===== config.mk =====
export PLATFORM = sky130hd
export DESIGN_NAME = fixed_partition_fit_allocator_unit
export DESIGN_NICKNAME = d
export VERILOG_FILES = /design/src/rtl/fpfa_pkg.sv /design/src/rtl/fpfa_table.sv /design/src/rtl/fixed_partition_fit_allocator_unit.sv
export SDC_FILE = /design/constraint.sdc
export NUM_CORES = 2
export LEC_CHECK = 0
export BUFFER_PORTS_ARGS = -buffer_cell sky130_fd_sc_hd__clkbuf_2
export CELL_PAD_IN_SITES_DETAIL_PLACEMENT = 0
export CELL_PAD_IN_SITES_GLOBAL_PLACEMENT = 1
export CORE_MARGIN = 1.5
export CORE_UTILIZATION = 35
export CTS_BUF_LIST = sky130_fd_sc_hd__clkbuf_8
export CTS_CLUSTER_DIAMETER = 150
export DETAILED_ROUTE_END_ITERATION = 16
export MAX_ROUTING_LAYER = met4
export PLACE_DENSITY = 0.58
export SLEW_MARGIN = 15
export SYNTH_ARGS = -nofsm -noshare
export SYNTH_HDL_FRONTEND = slang
export SYNTH_HIERARCHICAL = 1
export SYNTH_SLANG_ARGS = --single-unit

===== constraint.sdc =====
create_clock -name clk -period 21.2 [get_ports clk]
set_input_delay 4.24 -clock clk [delete_from_list [all_inputs] [get_ports clk]]
set_output_delay 4.24 -clock clk [all_outputs]
set_load 0.01 [all_outputs]

===== src/rtl/fpfa_pkg.sv =====
// Shared constants for the fixed-partition fit allocator.
// No dependencies; used by fpfa_table and fixed_partition_fit_allocator_unit.
package fpfa_pkg;

	localparam int NUM_PARTITIONS_DEF = 16;
	localparam int SIZE_BITS_DEF      = 32;

	localparam int OP_W     = 2;
	localparam int PART_W   = 4;
	localparam int AMOUNT_W = 32;
	localparam int POLICY_W = 2;

	localparam logic [OP_W-1:0] OP_LOAD  = 2'd0;
	localparam logic [OP_W-1:0] OP_ALLOC = 2'd1;
	localparam logic [OP_W-1:0] OP_ROUND = 2'd2;

	localparam logic [POLICY_W-1:0] POL_FIRST = 2'd0;
	localparam logic [POLICY_W-1:0] POL_BEST  = 2'd1;
	localparam logic [POLICY_W-1:0] POL_WORST = 2'd2;
	localparam logic [POLICY_W-1:0] POL_NEXT  = 2'd3;

endpackage


===== src/rtl/fpfa_table.sv =====
// Partition table: size and used memories, one write and one read port,
// registered read. Per-entry valid bits give zero reads after reset and zero used reads after round start.
// Depends on fpfa_pkg.
module fpfa_table import fpfa_pkg::*; #(
	parameter int NUM_PARTITIONS = NUM_PARTITIONS_DEF,
	parameter int SIZE_BITS      = SIZE_BITS_DEF,
	localparam int IDX_W         = (NUM_PARTITIONS > 1) ? $clog2(NUM_PARTITIONS) : 1
) (
	input  logic                 clk,
	input  logic                 arst_n,
	input  logic                 clr_used,
	input  logic                 wr_en,
	input  logic [IDX_W-1:0]     wr_addr,
	input  logic [SIZE_BITS-1:0] wr_size,
	input  logic [SIZE_BITS-1:0] wr_used,
	input  logic                 rd_en,
	input  logic [IDX_W-1:0]     rd_addr,
	output logic [SIZE_BITS-1:0] rd_size,
	output logic [SIZE_BITS-1:0] rd_used
);

	logic [SIZE_BITS-1:0] size_mem [NUM_PARTITIONS];
	logic [SIZE_BITS-1:0] used_mem [NUM_PARTITIONS];
	logic [SIZE_BITS-1:0] size_rd_q;
	logic [SIZE_BITS-1:0] used_rd_q;

	logic [NUM_PARTITIONS-1:0] ent_vld_q;
	logic [NUM_PARTITIONS-1:0] used_vld_q;
	logic                      ent_rd_vld_q;
	logic                      used_rd_vld_q;

	always_ff @(posedge clk) begin
		if (wr_en) begin
			size_mem[wr_addr] <= wr_size;
			used_mem[wr_addr] <= wr_used;
		end
		if (rd_en) begin
			size_rd_q <= size_mem[rd_addr];
			used_rd_q <= used_mem[rd_addr];
		end
	end

	always_ff @(posedge clk or negedge arst_n) begin
		if (!arst_n) begin
			ent_vld_q     <= '0;
			used_vld_q    <= '0;
			ent_rd_vld_q  <= 1'b0;
			used_rd_vld_q <= 1'b0;
		end else begin
			if (clr_used) begin
				used_vld_q <= '0;
			end
			if (wr_en) begin
				ent_vld_q[wr_addr]  <= 1'b1;
				used_vld_q[wr_addr] <= 1'b1;
			end
			if (rd_en) begin
				ent_rd_vld_q  <= ent_vld_q[rd_addr];
				used_rd_vld_q <= used_vld_q[rd_addr];
			end
		end
	end

	assign rd_size = ent_rd_vld_q ? size_rd_q : '0;
	assign rd_used = (ent_rd_vld_q && used_rd_vld_q) ? used_rd_q : '0;

endmodule


===== src/rtl/fixed_partition_fit_allocator_unit.sv =====
// Fixed-partition fit allocator, top level.
// Depends on fpfa_pkg and fpfa_table.
//
// Usage:
//   Requests enter on start/op/part_index/amount and are taken when start is
//   high and busy is low. Every request gives exactly one result, shown for
//   one cycle with done high; the receiver cannot stall it.
//   Load (op 0) writes a partition size and clears its used amount; round
//   start (op 2) clears all used amounts and the next-fit pointer; op 3 does
//   nothing. These give an all-zero result the cycle after acceptance and
//   never raise busy.
//   Allocate (op 1) scans the table one entry per cycle through the single
//   memory read port, then writes the chosen entry back. The result comes
//   once the scan pipeline has drained, and busy stays high until then, so
//   no new request is taken before the allocate gives its result. A failed
//   allocate returns all zeros and changes nothing.
//   The fit policy register is written on cfg_valid/cfg_ready; cfg_ready is
//   high only while idle with no request offered.
//   Reset clears the whole table (valid bits), the policy and the pointer.
module fixed_partition_fit_allocator_unit import fpfa_pkg::*; #(
	parameter int NUM_PARTITIONS = NUM_PARTITIONS_DEF,
	parameter int SIZE_BITS      = SIZE_BITS_DEF
) (
	input  logic                clk,
	input  logic                arst_n,
	input  logic                cfg_valid,
	output logic                cfg_ready,
	input  logic [POLICY_W-1:0] cfg_data,
	input  logic                start,
	output logic                busy,
	input  logic [OP_W-1:0]     op,
	input  logic [PART_W-1:0]   part_index,
	input  logic [AMOUNT_W-1:0] amount,
	output logic                done,
	output logic                granted,
	output logic [PART_W-1:0]   chosen_index,
	output logic [AMOUNT_W-1:0] start_offset,
	output logic [AMOUNT_W-1:0] room_left
);

	localparam int IDX_W = (NUM_PARTITIONS > 1) ? $clog2(NUM_PARTITIONS) : 1;
	localparam logic [IDX_W-1:0] LAST_IDX = IDX_W'(NUM_PARTITIONS - 1);
	localparam logic [IDX_W:0]   NUM_P    = (IDX_W + 1)'(NUM_PARTITIONS);

	localparam logic [1:0] ST_IDLE  = 2'd0;
	localparam logic [1:0] ST_SCAN  = 2'd1;
	localparam logic [1:0] ST_DRAIN = 2'd2;

	logic [1:0]          state_q;
	logic [IDX_W-1:0]    cnt_q;
	logic [IDX_W-1:0]    base_q;
	logic [IDX_W-1:0]    next_start_q;
	logic [POLICY_W-1:0] policy_q;
	logic [SIZE_BITS-1:0] req_q;

	logic                 v_s1;
	logic [IDX_W-1:0]     idx_s1;
	logic                 v_s2;
	logic [IDX_W-1:0]     idx_s2;
	logic [SIZE_BITS-1:0] size_s2;
	logic [SIZE_BITS-1:0] used_s2;
	logic [SIZE_BITS-1:0] room_s2;

	logic                 found_q;
	logic [IDX_W-1:0]     best_idx_q;
	logic [SIZE_BITS-1:0] best_size_q;
	logic [SIZE_BITS-1:0] best_used_q;
	logic [SIZE_BITS-1:0] best_room_q;

	logic                done_q;
	logic                granted_q;
	logic [PART_W-1:0]   chosen_q;
	logic [AMOUNT_W-1:0] offset_q;
	logic [AMOUNT_W-1:0] room_q;

	logic                 accept;
	logic                 in_range;
	logic                 fin;
	logic                 take;
	logic [SIZE_BITS-1:0] req_in;
	logic [IDX_W:0]       addr_sum;
	logic [IDX_W-1:0]     scan_addr;
	logic                 tbl_clr;
	logic                 tbl_wr_en;
	logic [IDX_W-1:0]     tbl_wr_addr;
	logic [SIZE_BITS-1:0] tbl_wr_size;
	logic [SIZE_BITS-1:0] tbl_wr_used;
	logic                 tbl_rd_en;
	logic [SIZE_BITS-1:0] tbl_rd_size;
	logic [SIZE_BITS-1:0] tbl_rd_used;

	assign busy      = (state_q != ST_IDLE);
	assign cfg_ready = !busy && !start;
	assign accept    = start && !busy;
	assign in_range  = (32'(part_index) < 32'(NUM_PARTITIONS));
	assign req_in    = SIZE_BITS'(amount);

	// next-fit wrap
	assign addr_sum  = {1'b0, base_q} + {1'b0, cnt_q};
	assign scan_addr = (addr_sum >= NUM_P) ? IDX_W'(addr_sum - NUM_P) : IDX_W'(addr_sum);

	assign fin  = (state_q == ST_DRAIN) && !v_s1 && !v_s2;
	assign take = v_s2 && (room_s2 >= req_q) &&
		(!found_q ||
		 ((policy_q == POL_BEST) && (room_s2 < best_room_q)) ||
		 ((policy_q == POL_WORST) && (room_s2 > best_room_q)));

	assign tbl_clr     = accept && (op == OP_ROUND);
	assign tbl_wr_en   = (accept && (op == OP_LOAD) && in_range) || (fin && found_q);
	assign tbl_wr_addr = fin ? best_idx_q : IDX_W'(part_index);
	assign tbl_wr_size = fin ? best_size_q : req_in;
	assign tbl_wr_used = fin ? best_used_q + req_q : '0;
	assign tbl_rd_en   = (state_q == ST_SCAN);

	fpfa_table #(
		.NUM_PARTITIONS(NUM_PARTITIONS),
		.SIZE_BITS     (SIZE_BITS)
	) u_table (
		.clk     (clk),
		.arst_n  (arst_n),
		.clr_used(tbl_clr),
		.wr_en   (tbl_wr_en),
		.wr_addr (tbl_wr_addr),
		.wr_size (tbl_wr_size),
		.wr_used (tbl_wr_used),
		.rd_en   (tbl_rd_en),
		.rd_addr (scan_addr),
		.rd_size (tbl_rd_size),
		.rd_used (tbl_rd_used)
	);

	always_ff @(posedge clk or negedge arst_n) begin
		if (!arst_n) begin
			state_q      <= ST_IDLE;
			cnt_q        <= '0;
			base_q       <= '0;
			next_start_q <= '0;
			policy_q     <= POL_FIRST;
			v_s1         <= 1'b0;
			v_s2         <= 1'b0;
			found_q      <= 1'b0;
			done_q       <= 1'b0;
			granted_q    <= 1'b0;
			chosen_q     <= '0;
			offset_q     <= '0;
			room_q       <= '0;
		end else begin
			done_q <= 1'b0;
			v_s1   <= tbl_rd_en;
			v_s2   <= v_s1;
			if (cfg_valid && cfg_ready) begin
				policy_q <= cfg_data;
			end
			if (take) begin
				found_q <= 1'b1;
			end
			unique case (state_q)
				ST_IDLE: begin
					if (accept) begin
						if (op == OP_ALLOC) begin
							state_q <= ST_SCAN;
							cnt_q   <= '0;
							base_q  <= (policy_q == POL_NEXT) ? next_start_q : '0;
							found_q <= 1'b0;
						end else begin
							done_q    <= 1'b1;
							granted_q <= 1'b0;
							chosen_q  <= '0;
							offset_q  <= '0;
							room_q    <= '0;
							if (op == OP_ROUND) begin
								next_start_q <= '0;
							end
						end
					end
				end
				ST_SCAN: begin
					cnt_q <= cnt_q + 1'b1;
					if (cnt_q == LAST_IDX) begin
						state_q <= ST_DRAIN;
					end
				end
				ST_DRAIN: begin
					if (fin) begin
						state_q   <= ST_IDLE;
						done_q    <= 1'b1;
						granted_q <= found_q;
						chosen_q  <= found_q ? PART_W'(best_idx_q) : '0;
						offset_q  <= found_q ? AMOUNT_W'(best_used_q) : '0;
						room_q    <= found_q ? AMOUNT_W'(best_room_q - req_q) : '0;
						if (found_q && (policy_q == POL_NEXT)) begin
							next_start_q <= best_idx_q;
						end
					end
				end
				default: begin
					state_q <= ST_IDLE;
				end
			endcase
		end
	end

	always_ff @(posedge clk) begin
		if (accept && (op == OP_ALLOC)) begin
			req_q <= req_in;
		end
		idx_s1  <= scan_addr;
		idx_s2  <= idx_s1;
		size_s2 <= tbl_rd_size;
		used_s2 <= tbl_rd_used;
		room_s2 <= tbl_rd_size - tbl_rd_used;
		if (take) begin
			best_idx_q  <= idx_s2;
			best_size_q <= size_s2;
			best_used_q <= used_s2;
			best_room_q <= room_s2;
		end
	end

	assign done         = done_q;
	assign granted      = granted_q;
	assign chosen_index = chosen_q;
	assign start_offset = offset_q;
	assign room_left    = room_q;

	a_idle_drained: assert property (@(posedge clk) disable iff (!arst_n)
		!busy |-> (!v_s1 && !v_s2))
		else $error("scan pipeline not empty while idle");

	a_alloc_busy: assert property (@(posedge clk) disable iff (!arst_n)
		(accept && (op == OP_ALLOC)) |=> (busy && !done))
		else $error("allocate did not start a scan");

	a_fail_zero: assert property (@(posedge clk) disable iff (!arst_n)
		(done && !granted) |-> (chosen_index == '0 && start_offset == '0 && room_left == '0))
		else $error("non-granted result carries data");

	a_no_write_in_scan: assert property (@(posedge clk) disable iff (!arst_n)
		(state_q == ST_SCAN) |-> !tbl_wr_en)
		else $error("table written during scan");

endmodule

; ---- Word level (Yosys, flattened, before mapping)
; Memory sizes are Yosys's and may differ from the RTL's. A register that Yosys moved wholly into a read port is not among the register bits.
; Cells that the tools add are included.
[op_classes]
addsub = 6
bitwise_logic = 2
reduce_logical = 34
muxes = 56
n_eq_ne = 15
n_lt_le_gt_ge = 7
[op_table]
columns = op, count
row1 = $mux W32, 10
row2 = $pmux W32 S2, 2
row3 = $sub A32 B32 Y32, 2
row4 = $mux W4, 14
row5 = $add A32 B32 Y32, 1
row6 = $ge A32 B32 Y1, 1
row7 = $gt A32 B32 Y1, 1
row8 = $lt A32 B32 Y1, 1
row9 = $mux W16, 2
row10 = $or A16 B16 Y16, 2
row11 = $pmux W4 S2, 3
row12 = $logic_and A1 B1 Y1, 16
row13 = $mux W1, 15
row14 = $lt A4 B5 Y1 const B, 2
row15 = $ne A2 B2 Y1 const B, 5
row16 = $bmux W1 S4, 2
row17 = $eq A2 B2 Y1 const B, 4
row18 = $mux W2, 4
row19 = $reduce_and A4 Y1, 2
row20 = $eq A2 B1 Y1 const B, 3
row21 = $pmux W2 S3, 1
row22 = $reduce_and A3 Y1, 2
row23 = $reduce_and A6 Y1, 1
row24 = $reduce_bool A2 Y1, 3
row25 = 12 further kinds, 21
[word_totals]
n_memories = 2
word_cells = 149
ramBits = 1024
regBits = 359
output_inout_bits = 72
[memory_table]
columns = memory, depth, width, rd, rd_ports_with_merged_regs, write_ports, line_no
row1 = u_table.size_mem, 16, 32, 1, 1, 1, fpfa_table.sv:22  ; logic [SIZE_BITS-1:0] size_mem [NUM_PARTITIONS];
row2 = u_table.used_mem, 16, 32, 1, 1, 1, fpfa_table.sv:23  ; logic [SIZE_BITS-1:0] used_mem [NUM_PARTITIONS];

; ---- Depth between registers and ports, before layout
[logic_depth]
depth_word = 10
depth_mapped = 14
depth_no_buf = 12

; ---- Modules after synthesis
; The synthesis kept the hierarchy.
[modules_own_cells]
columns = module, instances, cells_each, area_per_inst_um2
row1 = fpfa_table, 1, 1668, 42248.0
row2 = fixed_partition_fit_allocator_unit, 1, 1670, 16972.5

; ---- Worst setup path before layout
; Ideal clock, no wire load.
[synth_path]
kind = input port to flip-flop
startpoint = in start
endpoint = reg u_table.ent_vld_q[4]
slack_ns = 11.148
path_stages = 7
setup_time_ns = 0.092
arrival_ns = 9.959
t_required_ns = 21.108
cell_sequence = nor2b_1 > nand2_1 > o21ai_0 > nor2b_1 > nand2_1 > nor3_1 > or2_2
[synth_between]
elab_chain_cells = 3
[synth_rtl]
columns = element, line_no
row1 = from (decl), fixed_partition_fit_allocator_unit.sv:29  ; input logic start,
row2 = $logic_and A1 B1 Y1, fixed_partition_fit_allocator_unit.sv:94  ; assign accept = start && !busy;
row3 = $logic_and A1 B1 Y1, fixed_partition_fit_allocator_unit.sv:109  ; assign tbl_wr_en = (accept && (op == OP_LOAD) && in_range) || (fin && found_q);
row4 = $logic_or A1 B1 Y1, fixed_partition_fit_allocator_unit.sv:109
row5 = via tbl_wr_en, fixed_partition_fit_allocator_unit.sv:84  ; logic tbl_wr_en;
row6 = to (signal assigned), fpfa_table.sv:45  ; ent_vld_q <= '0;
row7 = "to (signal, indexed assignment)", fpfa_table.sv:54  ; ent_vld_q[wr_addr] <= 1'b1;
row8 = to (decl), fpfa_table.sv:27  ; logic [NUM_PARTITIONS-1:0] ent_vld_q;
; The timed path passes the listed nets, and every way through them passes these cells.
; A chain may end at the register's enable or synchronous reset.

; ---- Worst setup path after layout
[layout_path]
startpoint = in start
endpoint = out cfg_ready
[layout_between]
elab_chain_cells = 2
[layout_rtl]
columns = element, line_no
row1 = $logic_not A1 Y1, fixed_partition_fit_allocator_unit.sv:93  ; assign cfg_ready = !busy && !start;
row2 = $logic_and A1 B1 Y1, fixed_partition_fit_allocator_unit.sv:93
row3 = to (decl), fixed_partition_fit_allocator_unit.sv:27  ; output logic cfg_ready,
; Every way passes these cells.

==> flow_summary_export.csv <==
group,metric,value,unit
outcome,outcome,"completed",
cts,cts.reportedPaths.clkPinSlew,0.06,ns
setup_path,path_cells,"clkbuf_2 > nor2_1 > clkbuf_2",
yosys,synth_warnings,6,
pwr,peakVddDrop,0.110,mV
placement,place_hpwl,101000,um
yosys,ys.flop_type,"edfxtp_1",
floorplanning,start_util,0.353,
yosys,synth_common_cells,"edfxtp_1, mux4_2, nand2_1",
setup_path,r2r-end,"u_table/used_rd_q[30]",
timing,setup_tns,0,ns
setup_path,timing.rr.start,"cnt_q[0]",
cts,clock-root-buffer,"clkbuf_8",
cts,clk_path_buf_depth,3,
floorplanning,dieArea,0.172,sq mm
detailed_routing,wirelength,160000,um
setup_path,cp.depth,3,
yosys,synth_cell_type_count,77,
yosys,synth_cells,3338,
yosys,yosysMostFrequentCell,"edfxtp_1",
floorplanning,rows,150,
setup_path,crit_fanout,4,
setup_path,r2r_slack,16.29,ns
cts,cts_htree_levels,4,
timing,setup_slack,12.31,ns
yosys,netlist_area,0.0592,sq mm
cts,postCtsHoldBufs,0,
timing,hold_viol_final,0,
cells_and_area,nNetsFinal,3823,
setup_path,startpoint_type,"input port",
job,drv_cap,0,
setup_path,crit_type,"in2out",
cells_and_area,area_growth,13.4,%
timing,fin_skew,0.0568,ns
setup_path,endpoint_kind,"primary output",
yosys,synth_top_area_share,0.619,
timing,fin_crit,8.89,ns
yosys,synthTopCellsByArea,"edfxtp_1, mux4_2, dfrtp_1, dfxtp_1, ha_1",
cells_and_area,n_fill_cell,15202,
detailed_routing,dr.pass1.iters,5,
timing,setup_viol,0,
setup_path,required,16.96,ns
detailed_routing,drt_iter0_markers,2514,
placement,io_buffer_count,115,
detailed_routing,vias,31356,
grt,grt_pass1_wl,229000,um
grt,grt_pass1_vias,32158,
cts,postCtsSetupBuffers,0,
grt,grt-ovfl-total,0,
yosys,syn-num-nets,3547,
timing,min_period_over_period,0.419,
yosys,synth_edf_count,1220,
setup_path,path_buf_inv,2,
cts,clock_sinks,1447,
yosys,syn_area_per_cell,17.7,sq um
timing,worst_slew_pin_slew,1.16,ns
detailed_routing,wl_per_cell,26.6,um
yosys,ys_ff_latch,1447,
cts,insertion_delay,1.00,ns
yosys,async_flop_share,0.0850,
timing,maxSlewHeadroom,0.203,
yosys,synth_top_area_cell,"edfxtp_1",
pwr,power.leakage,24.4,nW
setup_path,reg2reg_depth,6,
setup_path,critPathMaxStageDelay,0.16,ns
pwr,powerDensity,129,mW/mm^2
setup_path,critical_path.most_common_cell,"clkbuf_2",
timing,rsz0062_at_grt,"no",
placement,pre_cts_slack,12.30,ns
min_path,worstHoldPathType,"reg2reg",
floorplanning,core_area,0.168,sq mm
cells_and_area,drive_above_1_share,0.229,
detailed_routing,ant_nets,0,
grt,grt_max_degree,88,
setup_path,startpoint,"start",
yosys,seq_area_frac_synth,0.706,
cts,cts_buffers,236,
placement,routabilityCongestion,0.853,
setup_path,endpoint,"cfg_ready",
floorplanning,boundaryPins,116,
grt,antenna_found_initial,17,
timing,slew_viol_final,0,
grt,gr-usage-all-layers,0.191,
floorplanning,die_w,414,um
setup_path,arrival,4.65,ns
detailed_routing,via_per_inst,5.20,
pwr,power.total,8.64,mW
cts,cts_tree,"yes",
timing,fmax,0.112,GHz
cts,post_cts_resized,0,
setup_path,crit_family,"buffers and inverters",
floorplanning,dieHeight,414,um
detailed_routing,drc,0,
setup_path,critical-path-slowest-cell,"clkbuf_2",
==> where the power goes <==
part / switching (mW) / internal (mW) / total [mW] / leakage (nW)
Sequential: 0.176 / 3.40 / 3.57 / 13.7
Combinational: 1.50 / 1.22 / 2.71 / 7.98
Clock: 1.14 / 1.21 / 2.35 / 2.72
Total: 2.82 / 5.82 / 8.64 / 24.4
==> flip-flops by register name, indices dropped and copies added (netlist names), 32 cells and up <==
register           count
best_room_q           32
best_size_q           32
best_used_q           32
req_q                 32
room_left             32
room_s2               32
size_s2               32
start_offset          32
u_table/size_mem     512
u_table/size_rd_q     32
u_table/used_mem     512
u_table/used_rd_q     32
used_s2               32
==> cell families after synthesis <==
group | synth area share
AO/OA/AOI/OAI | 0.0549
XOR/XNOR | 0.0115
adder cells (fa/ha/maj) | 0.0354
buffers and inverters | 0.0209
flip-flops | 0.706
multiplexers | 0.127
AND/OR/NAND/NOR | 0.0449
==> cells in the final DEF, fill, tap and decap left out, types with 19 or more instances in the layout <==
cell type,n
clkinv_1,39
mux4_2,328
nand4_1,28
nand2_1,202
clkbuf_2,114
edfxtp_1,1220
or2_2,19
o21ai_0,96
clkbuf_8,261
dfrtp_1,122
and2_1,42
and3_1,46
dfxtp_1,104
a21o_1,91
inv_1,239
buf_4,57
nand3_1,30
ha_1,160
clkinv_2,21
xnor2_1,48
nor2_1,89
xor2_1,28
a22o_1,42
a21oi_1,111
==> worst min-delay path by stage <==
stage	start	to	slack, ns	depth (start not counted)
final	idx_s1[3]	idx_s2[3]	0.33	0
after CTS	idx_s1[2]	idx_s2[2]	0.33	0
after global routing	idx_s1[3]	idx_s2[3]	0.33	0
after floorplan	idx_s1[0]	idx_s2[0]	0.31	0
after detailed placement	idx_s1[0]	idx_s2[0]	0.31	0
after global placement	idx_s1[1]	idx_s2[1]	0.31	0
==> metrics by stage <==
| stage | hold WS, ns | area (sq um) | cells | utilization |
|---|---|---|---|---|
| detailed placement | 0.312 | 62500 | 5580 | 0.373 |
| CTS | 0.326 | 67100 | 6020 | 0.400 |
| global route | 0.331 | 67100 | 6026 | 0.401 |
| floorplan | 0.310 | 59200 | 3338 | - |
| finish | 0.327 | 67100 | 6027 | 0.401 |
| global placement | 0.312 | 62500 | 5580 | 0.373 |
==> final cells by class <==
| cell class | count | area [sq um] | area share |
|---|---|---|---|
| clock inverter | 179 | 1030 | 0.0154 |
| sequential | 1447 | 41800 | 0.623 |
| antenna | 7 | 17.5 | 0.000261 |
| timing repair buffer | 173 | 1030 | 0.0153 |
| inverter | 145 | 554 | 0.00826 |
| clock buffer | 261 | 3590 | 0.0535 |
| tap | 2204 | 2760 | 0.0411 |
| multi-input combinational | 1611 | 16300 | 0.244 |
==> layer usage <==
metal / track usage / up-vias / routed length [um]
li1: - / 13814 / -
met1: 0.254 / 16381 / 71200
met2: 0.292 / 916 / 74800
met3: 0.0341 / 245 / 8270
met4: 0.0729 / 0 / 5790
met5: - / - / 0
No activity file was read; power rests on OpenSTA's default activity.
